## config.mk

```make
export PLATFORM = sky130hd
export DESIGN_NAME = quoted_list_parser
export DESIGN_NICKNAME = d
export VERILOG_FILES = /design/src/rtl/qlp_pkg.sv /design/src/rtl/qlp_in_reg.sv /design/src/rtl/qlp_parse.sv /design/src/rtl/qlp_out_reg.sv /design/src/rtl/quoted_list_parser.sv
export VERILOG_INCLUDE_DIRS = /design/src /design/src/rtl
export SDC_FILE = /design/constraint.sdc
export NUM_CORES = 1
export LEC_CHECK = 0
export ABC_AREA = 1
export BUFFER_PORTS_ARGS = -buffer_cell sky130_fd_sc_hd__buf_2
export CORE_AREA = 4 4 89 91
export CTS_BUF_LIST = sky130_fd_sc_hd__clkbuf_8
export CTS_CLUSTER_SIZE = 12
export DETAILED_ROUTE_END_ITERATION = 10
export DIE_AREA = 0 0 93 95
export PLACE_DENSITY_LB_ADDON = 0.12
export SETUP_SLACK_MARGIN = 0.3
export SLEW_MARGIN = 20
export SYNTH_ARGS = -nofsm -noshare
export SYNTH_HDL_FRONTEND = slang
export SYNTH_HIERARCHICAL = 1
export SYNTH_SLANG_ARGS = --single-unit
```

## constraint.sdc

```tcl
create_clock -name clk_i -period 4.08 [get_ports clk_i]
set_clock_uncertainty 0.15 [all_clocks]
set_input_delay 0.204 -clock clk_i [delete_from_list [all_inputs] [get_ports clk_i]]
set_output_delay 0.204 -clock clk_i [all_outputs]
set_load 0.005 [all_outputs]
```

## src/rtl/quoted_list_parser_defines.svh

```systemverilog
// assertion macros shared by the quoted list parser rtl
// expects clk_i and rst_ni in the module that uses them
`ifndef QUOTED_LIST_PARSER_DEFINES_SVH
`define QUOTED_LIST_PARSER_DEFINES_SVH
`ifndef NO_ASSERTIONS
`define QLP_ASSERT(name, prop, msg) \
  name: assert property (@(posedge clk_i) disable iff (!rst_ni) prop) else $error(msg);
`define QLP_ASSERT_ALWAYS(name, prop, msg) \
  name: assert property (@(posedge clk_i) prop) else $error(msg);
`else
`define QLP_ASSERT(name, prop, msg)
`define QLP_ASSERT_ALWAYS(name, prop, msg)
`endif
`endif

```

## src/rtl/qlp_pkg.sv

```systemverilog
// types, character codes and result kinds for the quoted list parser
// no dependencies
`default_nettype none
package qlp_pkg;

  localparam int MAX_ELEMENTS = 255;
  localparam logic [7:0] TALLY_LIMIT =
    (MAX_ELEMENTS > 255) ? 8'd255 : 8'(MAX_ELEMENTS);

  localparam logic [7:0] CH_QUOTE  = 8'h22;
  localparam logic [7:0] CH_COMMA  = 8'h2C;
  localparam logic [7:0] CH_OPEN   = 8'h7B;
  localparam logic [7:0] CH_CLOSE  = 8'h7D;
  localparam logic [7:0] CH_SPACE  = 8'h20;
  localparam logic [7:0] CH_BSLASH = 8'h5C;

  localparam logic [1:0] KIND_BYTE = 2'd0;
  localparam logic [1:0] KIND_END  = 2'd1;
  localparam logic [1:0] KIND_OK   = 2'd2;
  localparam logic [1:0] KIND_ERR  = 2'd3;

  typedef struct packed {
    logic [7:0] char_byte;
    logic       last_char;
  } item_t;

  typedef struct packed {
    logic       valid;
    logic [1:0] kind;
    logic [7:0] data_byte;
    logic [7:0] element_count;
  } result_t;

endpackage
`default_nettype wire

```

## src/rtl/qlp_in_reg.sv

```systemverilog
// input register stage: holds one character transaction for the parser
// depends on qlp_pkg
`default_nettype none
module qlp_in_reg (
  input  wire logic          clk_i,
  input  wire logic          rst_ni,
  input  wire logic          in_valid_i,
  input  wire logic [7:0]    char_byte_i,
  input  wire logic          last_char_i,
  input  wire logic          advance_i,
  output logic               in_stall_o,
  output logic               valid_o,
  output qlp_pkg::item_t     item_o
);

  logic           valid_q, valid_d;
  qlp_pkg::item_t item_q;
  logic           load;

  assign in_stall_o = valid_q && !advance_i;
  assign load       = in_valid_i && !in_stall_o;

  always_comb begin
    valid_d = valid_q;
    if (load) begin
      valid_d = 1'b1;
    end else if (advance_i) begin
      valid_d = 1'b0;
    end
  end

  always_ff @(posedge clk_i or negedge rst_ni) begin
    if (!rst_ni) begin
      valid_q <= 1'b0;
    end else begin
      valid_q <= valid_d;
    end
  end

  always_ff @(posedge clk_i) begin
    if (load) begin
      item_q.char_byte <= char_byte_i;
      item_q.last_char <= last_char_i;
    end
  end

  assign valid_o = valid_q;
  assign item_o  = item_q;

endmodule
`default_nettype wire

```

## src/rtl/qlp_parse.sv

```systemverilog
// parse state machine: phase and element tally, one character per advance
// depends on qlp_pkg and quoted_list_parser_defines.svh
`default_nettype none
`include "quoted_list_parser_defines.svh"
module qlp_parse (
  input  wire logic          clk_i,
  input  wire logic          rst_ni,
  input  wire logic          advance_i,
  input  wire qlp_pkg::item_t item_i,
  output qlp_pkg::result_t   result_o
);

  localparam logic [2:0] PH_BEFORE_OPEN  = 3'd0;
  localparam logic [2:0] PH_EXPECT_FIRST = 3'd1;
  localparam logic [2:0] PH_IN_QUOTE     = 3'd2;
  localparam logic [2:0] PH_ESCAPE       = 3'd3;
  localparam logic [2:0] PH_AFTER_ELEM   = 3'd4;
  localparam logic [2:0] PH_AFTER_COMMA  = 3'd5;
  localparam logic [2:0] PH_AFTER_CLOSE  = 3'd6;
  localparam logic [2:0] PH_ERROR        = 3'd7;

  logic [2:0] phase_q, phase_d;
  logic [7:0] tally_q, tally_d;
  logic [2:0] next_ph;
  logic [7:0] tally_step;
  logic       emit_byte, emit_end;
  logic [7:0] c;

  assign c = item_i.char_byte;

  always_comb begin
    next_ph    = PH_ERROR;
    tally_step = tally_q;
    emit_byte  = 1'b0;
    emit_end   = 1'b0;
    unique case (phase_q)
      PH_BEFORE_OPEN: begin
        if (c == qlp_pkg::CH_SPACE) next_ph = phase_q;
        else if (c == qlp_pkg::CH_OPEN) next_ph = PH_EXPECT_FIRST;
      end
      PH_EXPECT_FIRST, PH_AFTER_COMMA: begin
        if (c == qlp_pkg::CH_SPACE) next_ph = phase_q;
        else if (c == qlp_pkg::CH_QUOTE) next_ph = PH_IN_QUOTE;
      end
      PH_IN_QUOTE: begin
        if (c == qlp_pkg::CH_BSLASH) begin
          next_ph = PH_ESCAPE;
        end else if (c == qlp_pkg::CH_QUOTE) begin
          if (tally_q < qlp_pkg::TALLY_LIMIT) begin
            tally_step = tally_q + 8'd1;
            next_ph    = PH_AFTER_ELEM;
            emit_end   = 1'b1;
          end
        end else begin
          next_ph   = PH_IN_QUOTE;
          emit_byte = 1'b1;
        end
      end
      PH_ESCAPE: begin
        if (c == qlp_pkg::CH_BSLASH || c == qlp_pkg::CH_QUOTE) begin
          next_ph   = PH_IN_QUOTE;
          emit_byte = 1'b1;
        end
      end
      PH_AFTER_ELEM: begin
        if (c == qlp_pkg::CH_SPACE) next_ph = phase_q;
        else if (c == qlp_pkg::CH_COMMA) next_ph = PH_AFTER_COMMA;
        else if (c == qlp_pkg::CH_CLOSE) next_ph = PH_AFTER_CLOSE;
      end
      PH_AFTER_CLOSE: begin
        if (c == qlp_pkg::CH_SPACE) next_ph = phase_q;
      end
      PH_ERROR: begin
        next_ph = PH_ERROR;
      end
      default: begin
        next_ph = PH_ERROR;
      end
    endcase
  end

  always_comb begin
    result_o.element_count = tally_step;
    result_o.data_byte     = 8'd0;
    result_o.kind          = qlp_pkg::KIND_BYTE;
    result_o.valid         = 1'b0;
    phase_d                = phase_q;
    tally_d                = tally_q;
    if (advance_i) begin
      if (item_i.last_char) begin
        result_o.valid = 1'b1;
        result_o.kind  = (next_ph == PH_AFTER_CLOSE) ? qlp_pkg::KIND_OK
                                                     : qlp_pkg::KIND_ERR;
        phase_d        = PH_BEFORE_OPEN;
        tally_d        = 8'd0;
      end else begin
        phase_d = next_ph;
        tally_d = tally_step;
        if (emit_byte) begin
          result_o.valid     = 1'b1;
          result_o.kind      = qlp_pkg::KIND_BYTE;
          result_o.data_byte = c;
        end else if (emit_end) begin
          result_o.valid = 1'b1;
          result_o.kind  = qlp_pkg::KIND_END;
        end
      end
    end
  end

  always_ff @(posedge clk_i or negedge rst_ni) begin
    if (!rst_ni) begin
      phase_q <= PH_BEFORE_OPEN;
      tally_q <= 8'd0;
    end else begin
      phase_q <= phase_d;
      tally_q <= tally_d;
    end
  end

  `QLP_ASSERT(a_final_restarts, advance_i && item_i.last_char |=> phase_q == PH_BEFORE_OPEN && tally_q == 8'd0, "final result did not return parser to idle")
  `QLP_ASSERT(a_tally_bounded, tally_q <= qlp_pkg::TALLY_LIMIT, "element tally beyond limit")
  `QLP_ASSERT(a_end_counts, result_o.valid && result_o.kind == qlp_pkg::KIND_END |=> tally_q == $past(tally_q) + 8'd1, "element end without tally increment")
  `QLP_ASSERT(a_error_sticks, advance_i && !item_i.last_char && phase_q == PH_ERROR |=> phase_q == PH_ERROR, "left error phase before end mark")

endmodule
`default_nettype wire

```

## src/rtl/qlp_out_reg.sv

```systemverilog
// result register stage: holds one result transaction until taken
// depends on qlp_pkg
`default_nettype none
module qlp_out_reg (
  input  wire logic          clk_i,
  input  wire logic          rst_ni,
  input  wire qlp_pkg::result_t result_i,
  input  wire logic          out_stall_i,
  output logic               free_o,
  output logic               out_valid_o,
  output logic [1:0]         kind_o,
  output logic [7:0]         data_byte_o,
  output logic [7:0]         element_count_o
);

  logic       valid_q, valid_d;
  logic [1:0] kind_q;
  logic [7:0] data_q;
  logic [7:0] count_q;

  assign free_o = !valid_q || !out_stall_i;

  always_comb begin
    valid_d = valid_q;
    if (result_i.valid) begin
      valid_d = 1'b1;
    end else if (!out_stall_i) begin
      valid_d = 1'b0;
    end
  end

  always_ff @(posedge clk_i or negedge rst_ni) begin
    if (!rst_ni) begin
      valid_q <= 1'b0;
    end else begin
      valid_q <= valid_d;
    end
  end

  always_ff @(posedge clk_i) begin
    if (result_i.valid) begin
      kind_q  <= result_i.kind;
      data_q  <= result_i.data_byte;
      count_q <= result_i.element_count;
    end
  end

  assign out_valid_o     = valid_q;
  assign kind_o          = kind_q;
  assign data_byte_o     = data_q;
  assign element_count_o = count_q;

endmodule
`default_nettype wire

```

## src/rtl/quoted_list_parser.sv

```systemverilog
// Quoted list parser: checks and unescapes text like { "a" , "b\"c" }, one
// character per transaction, with last_char_i on the final character. Each
// element byte comes out unescaped (kind 0), a closing quote gives an element
// end (kind 1), and the final character gives ok (2) or error (3) with the
// element count; after an error input is dropped until the end mark. A
// character is taken every cycle unless out_stall_i backs up: it passes an
// input register, the parse state machine and a result register in that
// order, and the only stall comes from out_stall_i backing up.
// depends on qlp_pkg, qlp_in_reg, qlp_parse, qlp_out_reg
`default_nettype none
module quoted_list_parser (
  input  wire logic       clk_i,
  input  wire logic       rst_ni,
  input  wire logic       in_valid_i,
  output logic            in_stall_o,
  input  wire logic [7:0] char_byte_i,
  input  wire logic       last_char_i,
  output logic            out_valid_o,
  input  wire logic       out_stall_i,
  output logic [1:0]      kind_o,
  output logic [7:0]      data_byte_o,
  output logic [7:0]      element_count_o
);

  qlp_pkg::item_t   item;
  qlp_pkg::result_t result;
  logic             item_valid;
  logic             out_free;
  logic             advance;

  assign advance = item_valid && out_free;

  qlp_in_reg u_in_reg (
    .clk_i       (clk_i),
    .rst_ni      (rst_ni),
    .in_valid_i  (in_valid_i),
    .char_byte_i (char_byte_i),
    .last_char_i (last_char_i),
    .advance_i   (advance),
    .in_stall_o  (in_stall_o),
    .valid_o     (item_valid),
    .item_o      (item)
  );

  qlp_parse u_parse (
    .clk_i     (clk_i),
    .rst_ni    (rst_ni),
    .advance_i (advance),
    .item_i    (item),
    .result_o  (result)
  );

  qlp_out_reg u_out_reg (
    .clk_i           (clk_i),
    .rst_ni          (rst_ni),
    .result_i        (result),
    .out_stall_i     (out_stall_i),
    .free_o          (out_free),
    .out_valid_o     (out_valid_o),
    .kind_o          (kind_o),
    .data_byte_o     (data_byte_o),
    .element_count_o (element_count_o)
  );

endmodule
`default_nettype wire
```

=== Yosys cells after proc, flatten, opt, wreduce, memory -nomap -nowiden ===
Index checks and enable logic that the tools add are counted.

* Register bits after elaboration: 40
* Bits in latches: 0
* RAM bits: 0
* ROM bits: 0
* Input port bits: 13
* Output and inout bits: 20
* Word-level logic and storage cells: 79
* Memories: 0

* $add $sub $neg: 1
* Multipliers: 0
* Div/mod/pow operators: 0
* Order comparisons: 1
* Eq/ne operators: 15
* Shift-type cells: 0
* Multiplexer cells: 38
* Bitwise gates (word level): 2
* Reductions and logical operators: 13

{| class="wikitable"
|+ Operator list
! kind !! count
|-
| $mux 8 || 7
|-
| $mux 3 || 14
|-
| $eq 8x6->1 const B || 3
|-
| $eq 8x7->1 const B || 3
|-
| $pmux 3 s7 || 1
|-
| $eq 3x3->1 const B || 5
|-
| $mux 1 || 13
|-
| $mux 11 || 1
|-
| $add 8x1->8 const B || 1
|-
| $lt 8x8->1 const B || 1
|-
| $eq 3x2->1 const B || 2
|-
| $logic_not 1->1 || 4
|-
| $eq 3x1->1 const B || 1
|-
| $logic_and 1x1->1 || 3
|-
| $logic_not 3->1 || 1
|-
| $reduce_or 3->1 || 1
|-
| $logic_or 1x1->1 || 2
|-
| $mux 2 || 1
|-
| $ne 2x1->1 const B || 1
|-
| $not 1->1 || 2
|-
| $pmux 1 s2 || 1
|-
| $reduce_bool 2->1 || 1
|-
| $reduce_or 2->1 || 1
|}

=== Longest topological paths before layout ===
* Depth in word-level cells: 10
* Gate-level depth with buffers: 11
* Depth with buffers taken out: 11

=== Hierarchy ===
The synthesis kept the hierarchy.

{| class="wikitable"
|+ Modules (own cells, without submodules)
! module !! instances !! cells an instance !! area each (sq um) !! sequential area each (sq um)
|-
| qlp_parse || 1 || 184 || 1169.9 || 275.3
|-
| qlp_out_reg || 1 || 22 || 581.8 || 565.5
|-
| qlp_in_reg || 1 || 16 || 327.8 || 295.3
|-
| quoted_list_parser || 1 || 2 || 7.5 || 0.0
|}

=== Least setup slack after synthesis ===
No wires, ideal clock.

* Kind: register -> register
* Start: register u_in_reg.item_q, in the netlist u_in_reg/item_o[3]
* End: register u_out_reg.data_q[0], in the netlist u_out_reg/data_byte_o[0] (enable)
* Setup time: 0.406 ns
* Arrival time: 2.153 ns
* Slack: 1.371 ns
* Stages on the path, launching flop included: 8
* Path buffers: 0
* Period minus slack after synthesis: 2.709 ns
* Path through: edfxtp_1 > nor2_4 > nand3_2 > nor2_4 > nand3_4 > clkinv_2 > nand2_2 > a31oi_1

{| class="wikitable"
|+ RTL lines
! element !! RTL line !! source
|-
| from (decl) || qlp_in_reg.sv:17 || <nowiki>qlp_pkg::item_t item_q;</nowiki>
|-
| to (signal assigned) || qlp_out_reg.sv:43 || <nowiki>data_q <= result_i.data_byte;</nowiki>
|-
| to (decl) || qlp_out_reg.sv:18 || <nowiki>logic [7:0] data_q;</nowiki>
|}

==> reports/qor.csv <==
metric;value;unit
timing.critical_path.buf_inv;2;
final_core_util;36.38;%
synth.avg_cell_area;9.317;um^2
route.final.wire_length;4536;um
dieArea;0.008835;mm^2
fin_hold_ws;188.1;ps
post_cts_resize_count;0;
min_period;2205;ps
mean_number_of_vias_per_cell;4.312;
fp.dieW;93;um
detail_route.wl_per_cell;12.10;um
power.leakage;1.158;nW
maxClockFrequency;0.4536;GHz
core.rowCount;31;
grt_max_degree;20;
crit_slowest_cell;sky130_fd_sc_hd__edfxtp_1;
drv_cap;0;
place_area;0.002376;mm^2
worst_r2r_startpoint;u_in_reg/item_o[4]$_DFFE_PP_;
detailedRoute.firstPassIterationCount;4;
post_synth_inst_count;224;
cpMostUsedCell;sky130_fd_sc_hd__nor2_4;
cells_traversed_along_the_worst_timing_path;nor2_4, nand3_2, nor2_4, nand3_4, clkinv_2, nand2_2, a31oi_2, buf_4;
n_antenna_cell;0;
critical_path_peak_fanout;19;
postSynthRegisterBits;40;
number_of_antenna_violations_at_the_first_check_in_global_routing;0;
post_route_cells_drive_above_1_share;26.45;%
p_per_area;494.1;mW/mm^2
crit_required;3910;ps
timing.final.setup_violations;0;
cts.path.max_buffers;2;
synthDistinctLibCells;35;
cts_buffers;5;
hold_violations;0;
critPathTopFamily;simple AND/OR/NAND/NOR gates;
layout.cell_area.non_filler;0.002596;mm^2
ir_worst_vdd;0.1348;mV
clock_pin_slew_on_the_worst_setup_and_hold_paths;80;ps
dp_hpwl;3415;um
final.setup.tns;0;ps
worstSkewPairLatency;290;ps
drc_errors;0;
finalCritPeriodShare;54.03;%
nets;289;
worstPathArrival;2030;ps
grt-ovfl-total;0;
cts.root.buffer_cell;sky130_fd_sc_hd__clkbuf_8;
path_category_of_the_worst_min_delay_check;in2async;
first_pass_grt_wire_length;7659;um
buffers_added_on_ports;32;
antenna_violating_nets_post_route;0;
grtUsageTotal;11.25;%
via_count_of_the_first_global_routing_pass;1582;
place.gp.congestion;0.8403;
htreeDepth;2;
post_synthesis_sequential_area_ratio;54.44;%
synth.net_count;238;
critical_path_sink_type;flop;
synth.yosys.warnings;6;
max_stage_delay;470;ps
max_slew.worst_pin.slew;542.0;ps
io_pins;33;
worstSetupStartpoint;u_in_reg/item_o[4]$_DFFE_PP_;
timing_max_transition_violations_final;0;
clkSinkCount;40;
worstSetupPathType;reg2reg;
vias;1617;
worst_setup_path_start_kind;flop;
floorplan.initialDensity;29.24;%
cts_tree;built;
outcome;complete, no violations;
slew_headroom;63.87;%
core;0.007137;mm^2
grt_setup_unrepaired;false;
drt_first_iter_violations;73;
netlist_area;0.002087;mm^2
die_height;95;um
area_growth;24.40;%
-- worst paths after layout --
path	end	slack [ps]	depth (start not counted)
setup / recovery	u_out_reg/data_byte_o[3]$_DFFE_PP_	1880	8
hold / removal	u_parse/tally_q[5]$_DFFE_PN0P_	190	2
setup reg to reg	u_out_reg/data_byte_o[3]$_DFFE_PP_	1880	8
hold reg to reg	u_out_reg/out_valid_o$_DFFE_PN0P_	340	2
max in group asynchronous	u_parse/tally_q[0]$_DFFE_PN0P_	3360	2
min in group clk_i	u_out_reg/out_valid_o$_DFFE_PN0P_	340	2
-- worst register-to-register path: cells and delay by family (launching register included) --
family,cells,cell delay [ps]
and+or+nand+nor,5,700
DFF,1,470
buffers and inverters,2,390
AOI/OAI and AO/OA,1,180
-- power breakdown --
part / switching (W) / leakage, nW / internal (W) / total (W)
sequential: 0.0000524 / 0.434 / 0.000533 / 0.000586
combinational: 0.000257 / 0.669 / 0.000150 / 0.000407
clock: 0.000138 / 0.0557 / 0.000152 / 0.000290
total: 0.000447 / 1.16 / 0.000836 / 0.00128
-- cell usage after synthesis --
master | instances | area [um^2]
sky130_fd_sc_hd__a21boi_0 | 1 | 7.510
sky130_fd_sc_hd__a21boi_2 | 1 | 11.26
sky130_fd_sc_hd__a21oi_1 | 3 | 15.01
sky130_fd_sc_hd__a21oi_2 | 1 | 8.760
sky130_fd_sc_hd__a31oi_1 | 2 | 12.51
sky130_fd_sc_hd__buf_2 | 1 | 5.000
sky130_fd_sc_hd__buf_6 | 1 | 11.26
sky130_fd_sc_hd__clkinv_1 | 1 | 3.750
sky130_fd_sc_hd__clkinv_2 | 1 | 5.000
sky130_fd_sc_hd__dfrtp_1 | 13 | 325.3
sky130_fd_sc_hd__edfxtp_1 | 27 | 810.8
sky130_fd_sc_hd__ha_1 | 1 | 12.51
sky130_fd_sc_hd__inv_1 | 29 | 108.9
sky130_fd_sc_hd__inv_2 | 4 | 15.01
sky130_fd_sc_hd__nand2_1 | 55 | 206.5
sky130_fd_sc_hd__nand2_2 | 7 | 43.79
sky130_fd_sc_hd__nand3_1 | 12 | 60.06
sky130_fd_sc_hd__nand3_2 | 2 | 20.02
sky130_fd_sc_hd__nand3_4 | 1 | 17.52
sky130_fd_sc_hd__nand4_1 | 4 | 25.02
sky130_fd_sc_hd__nor2_1 | 25 | 93.84
sky130_fd_sc_hd__nor2_2 | 2 | 12.51
sky130_fd_sc_hd__nor2_4 | 6 | 67.56
sky130_fd_sc_hd__nor3_1 | 2 | 10.01
sky130_fd_sc_hd__nor3_2 | 1 | 10.01
sky130_fd_sc_hd__nor4_1 | 1 | 6.260
sky130_fd_sc_hd__o21ai_0 | 6 | 30.03
sky130_fd_sc_hd__o21ai_1 | 1 | 5.000
sky130_fd_sc_hd__o21ai_2 | 2 | 17.52
sky130_fd_sc_hd__o22ai_1 | 3 | 18.77
sky130_fd_sc_hd__or2_1 | 1 | 6.260
sky130_fd_sc_hd__xnor2_1 | 2 | 17.52
sky130_fd_sc_hd__xnor2_2 | 1 | 16.27
sky130_fd_sc_hd__xor2_1 | 2 | 17.52
sky130_fd_sc_hd__xor2_2 | 2 | 32.53
-- cells in the final DEF, fill, tap and decap left out, types with 2 or more instances in the layout --
master	instances
sky130_fd_sc_hd__a21oi_1	3
sky130_fd_sc_hd__buf_4	2
sky130_fd_sc_hd__edfxtp_1	27
sky130_fd_sc_hd__xor2_1	2
sky130_fd_sc_hd__inv_2	4
sky130_fd_sc_hd__dlygate4sd3_1	12
sky130_fd_sc_hd__nand3_1	12
sky130_fd_sc_hd__o22ai_1	3
sky130_fd_sc_hd__clkbuf_8	7
sky130_fd_sc_hd__nor2_4	6
sky130_fd_sc_hd__inv_1	30
sky130_fd_sc_hd__nor3_1	2
sky130_fd_sc_hd__dfrtp_1	13
sky130_fd_sc_hd__nor2_2	2
sky130_fd_sc_hd__nand2_1	55
sky130_fd_sc_hd__xnor2_1	2
sky130_fd_sc_hd__nand4_1	4
sky130_fd_sc_hd__nor2_1	25
sky130_fd_sc_hd__o21ai_0	6
sky130_fd_sc_hd__buf_2	32
sky130_fd_sc_hd__nand2_2	7
sky130_fd_sc_hd__xor2_2	2
sky130_fd_sc_hd__nand3_2	2
sky130_fd_sc_hd__o21ai_2	2
-- per-layer routing --
layer | track usage [%] | wire length, um | vias to the layer above
li1 | - | - | 826
met1 | 15.11 | 2281 | 757
met2 | 17.64 | 2014 | 30
met3 | 2.550 | 176 | 4
met4 | 4.396 | 63 | 0
met5 | 0 | 0 | -
-- through the flow --
step / total power, W / instances / worst slack, ps
floorplan: 0.0008618 / 224 / 1371
global placement: 0.001006 / 355 / 1865
detailed placement: 0.0009944 / 355 / 1865
CTS: 0.001296 / 375 / 1854
global route: 0.001373 / 375 / 1731
finish: 0.001283 / 375 / 1875
-- state kept, by name (all words and copies together) (netlist names) --
signal,cells
u_in_reg/valid_o,1
u_in_reg/item_o,9
u_out_reg/kind_o,2
u_parse/phase_q,3
u_out_reg/data_byte_o,8
u_parse/tally_q,8
u_out_reg/element_count_o,8
u_out_reg/out_valid_o,1
-- cells by family (layout without fill, tap and decap cells) --
| kind of cell | Yosys count | count (layout) | share of synthesized area, % |
|---|---|---|---|
| flip-flops | 40 | 40 | 54.44 |
| buffers and inverters | 37 | 89 | 7.133 |
| AO/OA/AOI/OAI | 20 | 20 | 6.055 |
| AND/OR/NAND/NOR | 119 | 119 | 27.76 |
| XOR/XNOR | 7 | 7 | 4.017 |
| adder cells (fa/ha/maj) | 1 | 1 | 0.5994 |
-- what timing repair did --
action,in CTS,in global routing
endpoints found under the hold margin,24,0
hold buffers,12,0
setup buffers,0,0
-- layout make-up --
cell class	count	area (um^2)
repair buffers	46	295.3
clock buffers	7	96.34
clock inverters	1	3.754
multi-input cells	147	808.3
fillers	772	4541
well taps	99	123.9
flip-flops and latches	40	1136
inverters	35	132.6
Power figures use the tool's default switching activity.
